==> src/sv/sensor_readout_segment_display_macros.svh <==
// assertion macros for the sensor readout display block
`ifndef SENSOR_READOUT_SEGMENT_DISPLAY_MACROS_SVH
`define SENSOR_READOUT_SEGMENT_DISPLAY_MACROS_SVH
`ifndef SYNTH
`define SRSD_ASSERT_NOW(lbl, ante, cons) \
  lbl: assert property (@(posedge clk) disable iff (!rst_n) (ante) |-> (cons)) \
    else $error("srsd same-cycle check failed");
`define SRSD_ASSERT_NEXT(lbl, ante, cons) \
  lbl: assert property (@(posedge clk) disable iff (!rst_n) (ante) |=> (cons)) \
    else $error("srsd next-cycle check failed");
`else
`define SRSD_ASSERT_NOW(lbl, ante, cons)
`define SRSD_ASSERT_NEXT(lbl, ante, cons)
`endif
`endif

==> src/sv/srsd_pkg.sv <==
// shared types, constants and segment decode for the sensor readout display
`timescale 1ns / 1ps
package srsd_pkg;

  localparam int TimerW   = 16;
  localparam int TempW    = 11;
  localparam int HumW     = 10;
  localparam int ElapsedW = 8;
  localparam int OffW     = 5;
  localparam int CfgIdxW  = 3;
  localparam int CfgDataW = 16;
  localparam int FbW      = 13;
  localparam int HrW      = 7;
  localparam int SegW     = 8;

  localparam logic [TimerW-1:0] TIMER_MAX = '1;

  localparam logic [TimerW-1:0] SAMPLE_PERIOD_RST = 16'd6000;
  localparam logic [TimerW-1:0] SHOW_TEMP_RST     = 16'd3000;
  localparam logic [TimerW-1:0] STARTUP_DELAY_RST = 16'd2000;
  localparam logic [OffW-1:0]   TEMP_OFF_RST      = 5'h1F;
  localparam logic [OffW-1:0]   HUM_OFF_RST       = 5'h00;

  localparam logic [FbW-1:0] F_ZERO_TENTHS = 13'd320;
  localparam logic [FbW-1:0] TEMP_HIGH     = 13'd1000;

  localparam logic [SegW-1:0] SEG_BLANK   = 8'hFF;
  localparam logic [SegW-1:0] SEG_DP_MASK = 8'h7F;
  localparam logic [SegW-1:0] SEG_H       = 8'h89;
  localparam logic [SegW-1:0] SEG_E       = 8'h86;
  localparam logic [SegW-1:0] SEG_MINUS   = 8'hBF;
  localparam logic [SegW-1:0] SEG_R       = 8'hAF;
  localparam logic [SegW-1:0] SEG_D       = 8'hA1;
  localparam logic [SegW-1:0] SEG_Y       = 8'h91;

  typedef enum logic [CfgIdxW-1:0] {
    CFG_SAMPLE_PERIOD = 3'd0,
    CFG_SHOW_TEMP     = 3'd1,
    CFG_STARTUP_DELAY = 3'd2,
    CFG_TEMP_OFFSET   = 3'd3,
    CFG_HUM_OFFSET    = 3'd4
  } cfg_idx_t;

  typedef struct packed {
    logic [TimerW-1:0] period_ms;
    logic [TimerW-1:0] temp_show_ms;
    logic [TimerW-1:0] warmup_ms;
    logic [OffW-1:0]   temp_adj;
    logic [OffW-1:0]   hum_adj;
  } cfg_t;

  typedef struct packed {
    logic                action;
    logic [ElapsedW-1:0] elapsed_ms;
    logic                reading_ok;
    logic [TempW-1:0]    temp_dc;
    logic [HumW-1:0]     rh_tenths;
  } item_t;

  // temperature kept as fahrenheit tenths before offset, humidity as whole percent
  typedef struct packed {
    logic [TimerW-1:0] startup_timer;
    logic [TimerW-1:0] since_sample_timer;
    logic [TimerW-1:0] cycle_timer;
    logic [FbW-1:0]    temp_f_base;
    logic [HrW-1:0]    hum_round;
    logic              has_data;
    logic              read_failed;
  } view_t;

  typedef struct packed {
    logic [SegW-1:0] left;
    logic [SegW-1:0] middle;
    logic [SegW-1:0] right;
    logic            sample_due;
  } disp_t;

  function automatic logic [SegW-1:0] seg_digit(input logic [3:0] d);
    logic [SegW-1:0] s;
    unique case (d)
      4'd0: s = 8'hC0;
      4'd1: s = 8'hF9;
      4'd2: s = 8'hA4;
      4'd3: s = 8'hB0;
      4'd4: s = 8'h99;
      4'd5: s = 8'h92;
      4'd6: s = 8'h82;
      4'd7: s = 8'hF8;
      4'd8: s = 8'h80;
      4'd9: s = 8'h90;
      default: s = SEG_BLANK;
    endcase
    return s;
  endfunction

endpackage

==> src/sv/srsd_cfg.sv <==
// configuration register file
`timescale 1ns / 1ps
module srsd_cfg (
  input  logic                          clk,
  input  logic                          rst_n,
  input  logic                          cfg_valid,
  output logic                          cfg_ready,
  input  logic [srsd_pkg::CfgIdxW-1:0]  cfg_index,
  input  logic [srsd_pkg::CfgDataW-1:0] cfg_data,
  output srsd_pkg::cfg_t                cfg
);
  import srsd_pkg::*;

  cfg_t cfg_r;
  cfg_t cfg_nxt;

  assign cfg_ready = 1'b1;
  assign cfg       = cfg_r;

  always_comb begin
    cfg_nxt = cfg_r;
    if (cfg_valid) begin
      unique case (cfg_idx_t'(cfg_index))
        CFG_SAMPLE_PERIOD: cfg_nxt.period_ms    = cfg_data[TimerW-1:0];
        CFG_SHOW_TEMP:     cfg_nxt.temp_show_ms = cfg_data[TimerW-1:0];
        CFG_STARTUP_DELAY: cfg_nxt.warmup_ms    = cfg_data[TimerW-1:0];
        CFG_TEMP_OFFSET:   cfg_nxt.temp_adj     = cfg_data[OffW-1:0];
        CFG_HUM_OFFSET:    cfg_nxt.hum_adj      = cfg_data[OffW-1:0];
        default:           cfg_nxt = cfg_r;
      endcase
    end
  end

  always_ff @(posedge clk) begin
    if (!rst_n) begin
      cfg_r.period_ms    <= SAMPLE_PERIOD_RST;
      cfg_r.temp_show_ms <= SHOW_TEMP_RST;
      cfg_r.warmup_ms    <= STARTUP_DELAY_RST;
      cfg_r.temp_adj     <= TEMP_OFF_RST;
      cfg_r.hum_adj      <= HUM_OFF_RST;
    end else begin
      cfg_r <= cfg_nxt;
    end
  end

endmodule

==> src/sv/srsd_state.sv <==
// timers, stored reading and status flags, updated once per item
`timescale 1ns / 1ps
module srsd_state (
  input  logic            clk,
  input  logic            rst_n,
  input  logic            upd_en,
  input  srsd_pkg::item_t item,
  input  srsd_pkg::cfg_t  cfg,
  output srsd_pkg::view_t view
);
  import srsd_pkg::*;

  logic [TimerW-1:0] startup_r, startup_nxt;
  logic [TimerW-1:0] since_r, since_nxt;
  logic [TimerW-1:0] cycle_r, cycle_nxt;
  logic [FbW-1:0]    fbase_r, fbase_nxt;
  logic [HrW-1:0]    hround_r, hround_nxt;
  logic              have_r, have_nxt;
  logic              failed_r, failed_nxt;

  logic [TimerW:0]   startup_sum;
  logic [TimerW:0]   since_sum;
  logic [TimerW:0]   cycle_sum;
  logic [TimerW-1:0] cycle_sat;

  logic [14:0]       t_ext;
  logic [14:0]       t_lin;
  logic [13:0]       t_mag;
  logic [29:0]       t_prod;
  logic [FbW-1:0]    t_quot;

  logic [HumW:0]     h_bias;
  logic [18:0]       h_prod;

  assign view = '{startup_timer:      startup_r,
                  since_sample_timer: since_r,
                  cycle_timer:        cycle_r,
                  temp_f_base:        fbase_r,
                  hum_round:          hround_r,
                  has_data:           have_r,
                  read_failed:        failed_r};

  // timer adds with saturation
  always_comb begin
    startup_sum = {1'b0, startup_r} + {{(TimerW + 1 - ElapsedW){1'b0}}, item.elapsed_ms};
    since_sum   = {1'b0, since_r}   + {{(TimerW + 1 - ElapsedW){1'b0}}, item.elapsed_ms};
    cycle_sum   = {1'b0, cycle_r}   + {{(TimerW + 1 - ElapsedW){1'b0}}, item.elapsed_ms};
    cycle_sat   = cycle_sum[TimerW] ? TIMER_MAX : cycle_sum[TimerW-1:0];
  end

  // celsius tenths to fahrenheit tenths, /5 by reciprocal on the magnitude
  always_comb begin
    t_ext  = {{(15 - TempW){item.temp_dc[TempW-1]}}, item.temp_dc};
    t_lin  = 15'((t_ext << 3) + t_ext + 15'd25);
    t_mag  = t_lin[14] ? 14'(15'd0 - t_lin) : t_lin[13:0];
    t_prod = {16'd0, t_mag} * 30'd52429;
    t_quot = {2'b00, t_prod[28:18]};
    fbase_nxt = 13'((t_lin[14] ? (13'd0 - t_quot) : t_quot) + F_ZERO_TENTHS);
  end

  // humidity rounded to whole percent
  always_comb begin
    h_bias     = {1'b0, item.rh_tenths} + 11'd5;
    h_prod     = {8'd0, h_bias} * 19'd205;
    hround_nxt = h_prod[17:11];
  end

  always_comb begin
    startup_nxt = startup_r;
    since_nxt   = since_r;
    cycle_nxt   = cycle_r;
    have_nxt    = have_r;
    failed_nxt  = failed_r;
    if (!item.action) begin
      if (item.elapsed_ms != '0) begin
        if (startup_r < cfg.warmup_ms) begin
          startup_nxt = startup_sum[TimerW] ? TIMER_MAX : startup_sum[TimerW-1:0];
        end
        since_nxt = since_sum[TimerW] ? TIMER_MAX : since_sum[TimerW-1:0];
        cycle_nxt = (cycle_sat >= cfg.period_ms) ? '0 : cycle_sat;
      end
    end else begin
      if (item.reading_ok) begin
        have_nxt   = 1'b1;
        failed_nxt = 1'b0;
      end else begin
        failed_nxt = 1'b1;
      end
      since_nxt = '0;
      cycle_nxt = '0;
    end
  end

  always_ff @(posedge clk) begin
    if (!rst_n) begin
      startup_r <= '0;
      since_r   <= '0;
      cycle_r   <= '0;
      have_r    <= 1'b0;
      failed_r  <= 1'b0;
    end else if (upd_en) begin
      startup_r <= startup_nxt;
      since_r   <= since_nxt;
      cycle_r   <= cycle_nxt;
      have_r    <= have_nxt;
      failed_r  <= failed_nxt;
    end
  end

  always_ff @(posedge clk) begin
    if (upd_en && item.action && item.reading_ok) begin
      fbase_r  <= fbase_nxt;
      hround_r <= hround_nxt;
    end
  end

endmodule

==> src/sv/srsd_fmt.sv <==
// display formatting: temperature, humidity and status words to segment bytes
`timescale 1ns / 1ps
module srsd_fmt (
  input  srsd_pkg::cfg_t  cfg,
  input  srsd_pkg::view_t view,
  output srsd_pkg::disp_t disp
);
  import srsd_pkg::*;

  logic [FbW-1:0]  off_ext;
  logic [FbW-1:0]  f;
  logic            f_neg;
  logic            f_high;
  logic [11:0]     w;
  logic [27:0]     p1;
  logic [7:0]      q1;
  logic [15:0]     p2;
  logic [4:0]      q2;
  logic [7:0]      q2x10;
  logic [11:0]     q1x10;
  logic [3:0]      d1;
  logic [3:0]      d0;
  logic [1:0]      hh;
  logic [3:0]      hm;

  logic [8:0]      h_sum;
  logic [6:0]      h_clamp;
  logic [14:0]     h_prod;
  logic [3:0]      h_tens;
  logic [3:0]      h_ones;

  logic [SegW-1:0] t_left, t_mid, t_right;

  // fahrenheit tenths with offset, then one shared digit split
  always_comb begin
    off_ext = {{(FbW - OffW){cfg.temp_adj[OffW-1]}}, cfg.temp_adj};
    f       = 13'(view.temp_f_base + (off_ext << 3) + (off_ext << 1));
    f_neg   = f[FbW-1];
    f_high  = !f_neg && (f >= TEMP_HIGH);
    if (f_neg) begin
      w = 12'(13'd0 - f);
    end else if (f_high) begin
      w = 12'(f + 13'd5);
    end else begin
      w = f[11:0];
    end
    p1    = {16'd0, w} * 28'd52429;
    q1    = p1[26:19];
    p2    = {8'd0, q1} * 16'd205;
    q2    = p2[15:11];
    q2x10 = {3'b000, q2} * 8'd10;
    q1x10 = {4'd0, q1} * 12'd10;
    d1    = 4'(q1 - q2x10);
    d0    = 4'(w - q1x10);
    if (q2 >= 5'd20) begin
      hh = 2'd2;
    end else if (q2 >= 5'd10) begin
      hh = 2'd1;
    end else begin
      hh = 2'd0;
    end
    hm = 4'(q2 - 5'({3'b000, hh} * 5'd10));
  end

  always_comb begin
    priority if (f_neg) begin
      t_left  = SEG_MINUS;
      t_mid   = seg_digit(d1);
      t_right = seg_digit(d0);
    end else if (f_high) begin
      t_left  = seg_digit({2'b00, hh});
      t_mid   = seg_digit(hm);
      t_right = seg_digit(d1);
    end else begin
      t_left  = (q2 == '0) ? SEG_BLANK : seg_digit(q2[3:0]);
      t_mid   = seg_digit(d1) & SEG_DP_MASK;
      t_right = seg_digit(d0);
    end
  end

  // humidity with offset, clamped to two digits
  always_comb begin
    h_sum = {2'b00, view.hum_round} + {{(9 - OffW){cfg.hum_adj[OffW-1]}},
                                       cfg.hum_adj};
    if (h_sum[8]) begin
      h_clamp = '0;
    end else if (h_sum[7:0] > 8'd99) begin
      h_clamp = 7'd99;
    end else begin
      h_clamp = h_sum[6:0];
    end
    h_prod = {8'd0, h_clamp} * 15'd205;
    h_tens = h_prod[14:11];
    h_ones = 4'(h_clamp - 7'({3'b000, h_tens} * 7'd10));
  end

  always_comb begin
    disp.sample_due = (view.startup_timer >= cfg.warmup_ms) &&
                      (view.since_sample_timer >= cfg.period_ms);
    priority if (view.read_failed) begin
      disp.left   = SEG_E;
      disp.middle = SEG_R;
      disp.right  = SEG_R;
    end else if (view.has_data) begin
      if (view.cycle_timer < cfg.temp_show_ms) begin
        disp.left   = t_left;
        disp.middle = t_mid;
        disp.right  = t_right;
      end else begin
        disp.left   = SEG_H;
        disp.middle = seg_digit(h_tens);
        disp.right  = seg_digit(h_ones);
      end
    end else begin
      disp.left   = SEG_R;
      disp.middle = SEG_D;
      disp.right  = SEG_Y;
    end
  end

endmodule

==> src/sv/sensor_readout_segment_display.sv <==
// top level: input register, state update and display formatting pipeline
`timescale 1ns / 1ps
`include "sensor_readout_segment_display_macros.svh"
// Takes one item per clock while in_stall is low (a millisecond tick or a sensor
// reading) and returns one result per item: three active-low segment bytes and the
// sample-due flag. An item passes the input register, then updates the timers and
// stored reading, and is then formatted into the output register; an output stall
// can hold it between these steps. Each stage holds one item, which sets the
// sustained rate at one item per cycle while out_stall is low; a stalled result
// holds the output register while up to two more items wait in the earlier stages.
// There is no clearing pass after reset, and configuration writes are never stalled.
module sensor_readout_segment_display (
  input  logic                          clk,
  input  logic                          rst_n,
  input  logic                          in_valid,
  output logic                          in_stall,
  input  logic                          in_action,
  input  logic [srsd_pkg::ElapsedW-1:0] in_elapsed_ms,
  input  logic                          in_reading_ok,
  input  logic signed [srsd_pkg::TempW-1:0] in_temp_dc,
  input  logic [srsd_pkg::HumW-1:0]     in_rh_tenths,
  output logic                          out_valid,
  input  logic                          out_stall,
  output logic [srsd_pkg::SegW-1:0]     out_segment_left,
  output logic [srsd_pkg::SegW-1:0]     out_segment_middle,
  output logic [srsd_pkg::SegW-1:0]     out_segment_right,
  output logic                          out_sample_due,
  input  logic                          cfg_valid,
  output logic                          cfg_ready,
  input  logic [srsd_pkg::CfgIdxW-1:0]  cfg_index,
  input  logic [srsd_pkg::CfgDataW-1:0] cfg_data
);
  import srsd_pkg::*;

  cfg_t  cfg;
  view_t view;
  disp_t disp;

  item_t item_r;
  logic  s1_v_r, s1_v_nxt;
  logic  pend_r, pend_nxt;
  logic  out_valid_r, out_valid_nxt;
  disp_t disp_r;

  logic  fmt_go;
  logic  upd_go;
  logic  in_take;

  srsd_cfg u_cfg (
    .clk       (clk),
    .rst_n     (rst_n),
    .cfg_valid (cfg_valid),
    .cfg_ready (cfg_ready),
    .cfg_index (cfg_index),
    .cfg_data  (cfg_data),
    .cfg       (cfg)
  );

  srsd_state u_state (
    .clk    (clk),
    .rst_n  (rst_n),
    .upd_en (upd_go),
    .item   (item_r),
    .cfg    (cfg),
    .view   (view)
  );

  srsd_fmt u_fmt (
    .cfg  (cfg),
    .view (view),
    .disp (disp)
  );

  // pend_r: state holds an update whose result is not yet in the output register
  always_comb begin
    fmt_go   = pend_r && (!out_valid_r || !out_stall);
    upd_go   = s1_v_r && (!pend_r || fmt_go);
    in_stall = s1_v_r && !upd_go;
    in_take  = in_valid && !in_stall;

    s1_v_nxt = in_take || (s1_v_r && !upd_go);

    if (upd_go) begin
      pend_nxt = 1'b1;
    end else if (fmt_go) begin
      pend_nxt = 1'b0;
    end else begin
      pend_nxt = pend_r;
    end

    if (fmt_go) begin
      out_valid_nxt = 1'b1;
    end else if (out_valid_r && !out_stall) begin
      out_valid_nxt = 1'b0;
    end else begin
      out_valid_nxt = out_valid_r;
    end
  end

  always_ff @(posedge clk) begin
    if (!rst_n) begin
      s1_v_r      <= 1'b0;
      pend_r      <= 1'b0;
      out_valid_r <= 1'b0;
    end else begin
      s1_v_r      <= s1_v_nxt;
      pend_r      <= pend_nxt;
      out_valid_r <= out_valid_nxt;
    end
  end

  always_ff @(posedge clk) begin
    if (in_take) begin
      item_r <= '{action:     in_action,
                  elapsed_ms: in_elapsed_ms,
                  reading_ok: in_reading_ok,
                  temp_dc:    in_temp_dc,
                  rh_tenths:  in_rh_tenths};
    end
    if (fmt_go) begin
      disp_r <= disp;
    end
  end

  assign out_valid          = out_valid_r;
  assign out_segment_left   = disp_r.left;
  assign out_segment_middle = disp_r.middle;
  assign out_segment_right  = disp_r.right;
  assign out_sample_due     = disp_r.sample_due;

  `SRSD_ASSERT_NEXT(a_upd_sets_pend, upd_go, pend_r)
  `SRSD_ASSERT_NOW(a_no_state_overwrite, upd_go && pend_r, fmt_go)
  `SRSD_ASSERT_NEXT(a_fmt_loads_out, fmt_go, out_valid_r)
  `SRSD_ASSERT_NOW(a_stall_only_when_full, in_stall, s1_v_r && pend_r && out_valid_r)

endmodule
==> config.mk <==
export PLATFORM = sky130hd
export DESIGN_NAME = sensor_readout_segment_display
export DESIGN_NICKNAME = d
export VERILOG_FILES = /design/src/sv/srsd_pkg.sv /design/src/sv/srsd_cfg.sv /design/src/sv/srsd_state.sv /design/src/sv/srsd_fmt.sv /design/src/sv/sensor_readout_segment_display.sv
export VERILOG_INCLUDE_DIRS = /design/src /design/src/sv
export SDC_FILE = /design/constraint.sdc
export NUM_CORES = 1
export LEC_CHECK = 0
export ABC_AREA = 1
export BUFFER_PORTS_ARGS = -buffer_cell sky130_fd_sc_hd__buf_4
export CORE_MARGIN = 1.5
export CORE_UTILIZATION = 50
export DETAILED_ROUTE_END_ITERATION = 8
export GPL_TIMING_DRIVEN = 0
export PLACE_DENSITY = 0.76
export SYNTH_ARGS = -nofsm -noshare
export SYNTH_HDL_FRONTEND = slang
export SYNTH_SLANG_ARGS = --single-unit
==> constraint.sdc <==
create_clock -name clk -period 14.5 [get_ports clk]
set_input_delay 2.9 -clock clk [delete_from_list [all_inputs] [get_ports clk]]
set_output_delay 2.9 -clock clk [all_outputs]
set_load 0.01 [all_outputs]
==> flow_summary.json <==
{
  "num_vias": 19100,
  "cts.htree.levels": 4,
  "ys_warn_count": 0,
  "diodes": 0,
  "synth_ff_type": "dfxtp_1",
  "async_flop_share_pct": 0,
  "antenna_found_initial": 0,
  "path_max_fanout": 10,
  "clk_path_buf_depth": 2,
  "ys_seq_area_share_pct": 18.9,
  "hp-class": "register to register",
  "syn_area_um2": 23500,
  "numCtsBuffers": 17,
  "cp-start-kind": "register",
  "final_cell_mix": "557 x inv_1, 480 x nand2_1, 473 x ha_1",
  "grt_overflow": 0,
  "drv_cap": 0,
  "grt_pass1_vias": 18600,
  "drt-initial-drc-count": 1032,
  "coreArea_um2": 46500,
  "ff_latch_area_um2": 4450,
  "cts_root_buffer": "clkbuf_16",
  "dieArea_um2": 48300,
  "drive_gt1_share_pct": 7.29,
  "slew_headroom_pct": 39.2,
  "crit_path_end": "out_segment_middle[3]",
  "min_period_ps": 13880,
  "cts_sinks": 185,
  "crit_type": "register to register",
  "clkTransAtPathRegs_ps": 70,
  "grt_max_degree": 32,
  "syn_inst": 2919,
  "insertion_delay_ps": 450,
  "place_congestion": 0.907,
  "drtPass1Iterations": 5,
  "tritoncts": "yes",
  "port_buffers": 79,
  "hpwlAfterDp_um": 44000,
  "fillers": 4270,
  "end_kind": "register",
  "num-nets-final": 3709,
  "synth_top_cell_by_area": "ha_1",
  "r2r_start": "u_cfg.cfg[5]",
  "fmax_mhz": 72.0,
  "fin_ws_ps": 618,
  "slew_violations": 0,
  "die_x_um": 220,
  "drt_wl_total_um": 52300,
  "worstMarginPinSlew_ps": 910,
  "setup_violations": 0,
  "fin_crit_sh_pct": 95.7,
  "worstReg2RegEnd": "out_segment_middle[3]",
  "holdWs_ps": 464,
  "post_drt_via_cell_ratio": 5.24,
  "synth_edf_count": 74,
  "track_usage_pct": 21.9,
  "multi_input_area_um2": 16900,
  "r2r_slack_ps": 620,
  "die_y_um": 220,
  "path_common_cell": "inv_1",
  "fin_skew_ps": 13.8,
  "drcViolationCount": 0,
  "area_growth_pct": 9.61,
  "yosysTopAreaCellShare_pct": 25.3,
  "io_pins": 83,
  "slowest_stage": "fa_1",
  "status": "finished, final reports clean",
  "num_rows": 79,
  "pre_cts_slack_ps": -131,
  "grt_pass1_wl_um": 86600,
  "hold_viol": 0,
  "r2r_cells": 68,
  "synth_area_leaders": "ha_1 25%, fa_1 12%, dfxtp_1 9.5%",
  "hold_buffers": 0,
  "synth_area_per_cell_um2": 8.05,
  "start_util_pct": 50.5,
  "synth_cell_types": 64,
  "max_stage_delay_ps": 620,
  "wl_per_cell_um": 14.3,
  "required_ps": 14690,
  "final_common_cell": "inv_1",
  "crit_path_start": "u_cfg.cfg[5]",
  "detail-route-antenna-nets": 0,
  "critPathArrivalTime_ps": 14070,
  "ys_ff_latch": 185,
  "tns_ps": 0
}
-- timing repair --
item | 4_1_cts | 5_1_grt
pin swaps | 0 | 10
gates resized for setup | 2 | 28
endpoints found under the setup margin | 3 | 14
setup buffers | 0 | 14
-- worst max-delay path: cells and delay by family, from the launching register on --
family	cells	cell delay, ps
XOR/XNOR	3	750
AND/OR/NAND/NOR	25	2910
AO/OA/AOI/OAI	10	1570
adder cells (fa/ha/maj)	16	6970
flip-flops	1	360
buffers and inverters	14	1050
-- Yosys cell counts, types with 3 or more instances --
master and n:
inv_1 558, nand2_1 483, ha_1 474, a21oi_1 192, nor2_1 156, fa_1 146, nand3_1 141, o21ai_0 122
dfxtp_1 111, xor2_1 80, edfxtp_1 74, xnor2_1 39, nor3_1 37, clkbuf_1 31, o211ai_1 27, nand4_1 24
inv_2 16, o21a_1 15, o21bai_1 15, a31oi_1 14, nand2_2 13, nand3b_1 13, a21o_1 12, a22oi_1 11
o21ai_1 10, or2_2 10, o31ai_1 8, xor2_2 7, a21boi_0 6, nor4_1 6, a211oi_1 5, nand3_2 5
nor3b_1 4, o2111ai_1 4, o221ai_1 4, a221oi_1 3, and3_1 3, buf_4 3, nand2_4 3, nor2_2 3
-- routing by layer --
metal / part of all wire, % / GRT usage (%) / vias up
li1: - / - / 9820
met1: 46 / 29.1 / 8838
met2: 48 / 38.0 / 426
met3: 4.4 / 2.97 / 55
met4: 1.5 / 4.35 / 0
met5: 0 / 0 / -
-- per-stage QoR --
step | cell area, µm² | cells | utilization, %
floorplan | 23500 | 2921 | -
global placement | 24800 | 3607 | 53.5
detailed placement | 24900 | 3608 | 53.5
CTS | 25500 | 3640 | 54.9
global route | 25700 | 3654 | 55.4
finish | 25700 | 3654 | 55.4
-- final cells by class --
| class | count | share of cell area (%) |
|---|---|---|
| clock inverter | 14 | 0.695 |
| multi-input combinational | 2121 | 65.6 |
| clock buffer | 18 | 1.67 |
| sequential | 185 | 17.3 |
| tap | 607 | 2.95 |
| inverter | 578 | 8.45 |
| buffer | 37 | 0.612 |
| timing repair buffer | 94 | 2.77 |
-- registers in the layout (all words and copies together), names as in the netlist, 7 cells and up --
| register | flops |
|---|---|
| u_state.hround_r | 7 |
| item_r | 31 |
| u_state.fbase_r | 13 |
| out_segment_right | 7 |
| out_segment_left | 7 |
| u_cfg.cfg | 58 |
| out_segment_middle | 8 |
| u_state.startup_r | 16 |
| u_state.cycle_r | 16 |
| u_state.since_r | 16 |
-- cells by family after synthesis --
logic type	after synthesis	synth area share [%]
other cells	1	0.0160
buf+inv	615	9.93
flops	185	18.9
simple gates	912	17.1
compound gates	457	11.2
mux	1	0.0426
xor+xnor	128	5.11
fa+ha+maj	620	37.7
-- worst min path at each step --
stage | from | end | slack, ps | depth (start not counted)
CTS | u_cfg.cfg[27] | u_cfg.cfg[27] | 470 | 2
global route | u_cfg.cfg[27] | u_cfg.cfg[27] | 480 | 2
finish | u_cfg.cfg[27] | u_cfg.cfg[27] | 460 | 2
floorplan | u_cfg.cfg[26] | u_cfg.cfg[26] | 430 | 2
global placement | u_cfg.cfg[32] | u_cfg.cfg[32] | 450 | 2
detailed placement | u_cfg.cfg[27] | u_cfg.cfg[27] | 460 | 2
Power is not shown: default switching activity piles up to over one toggle a cycle in this logic, so the estimate is an artifact.
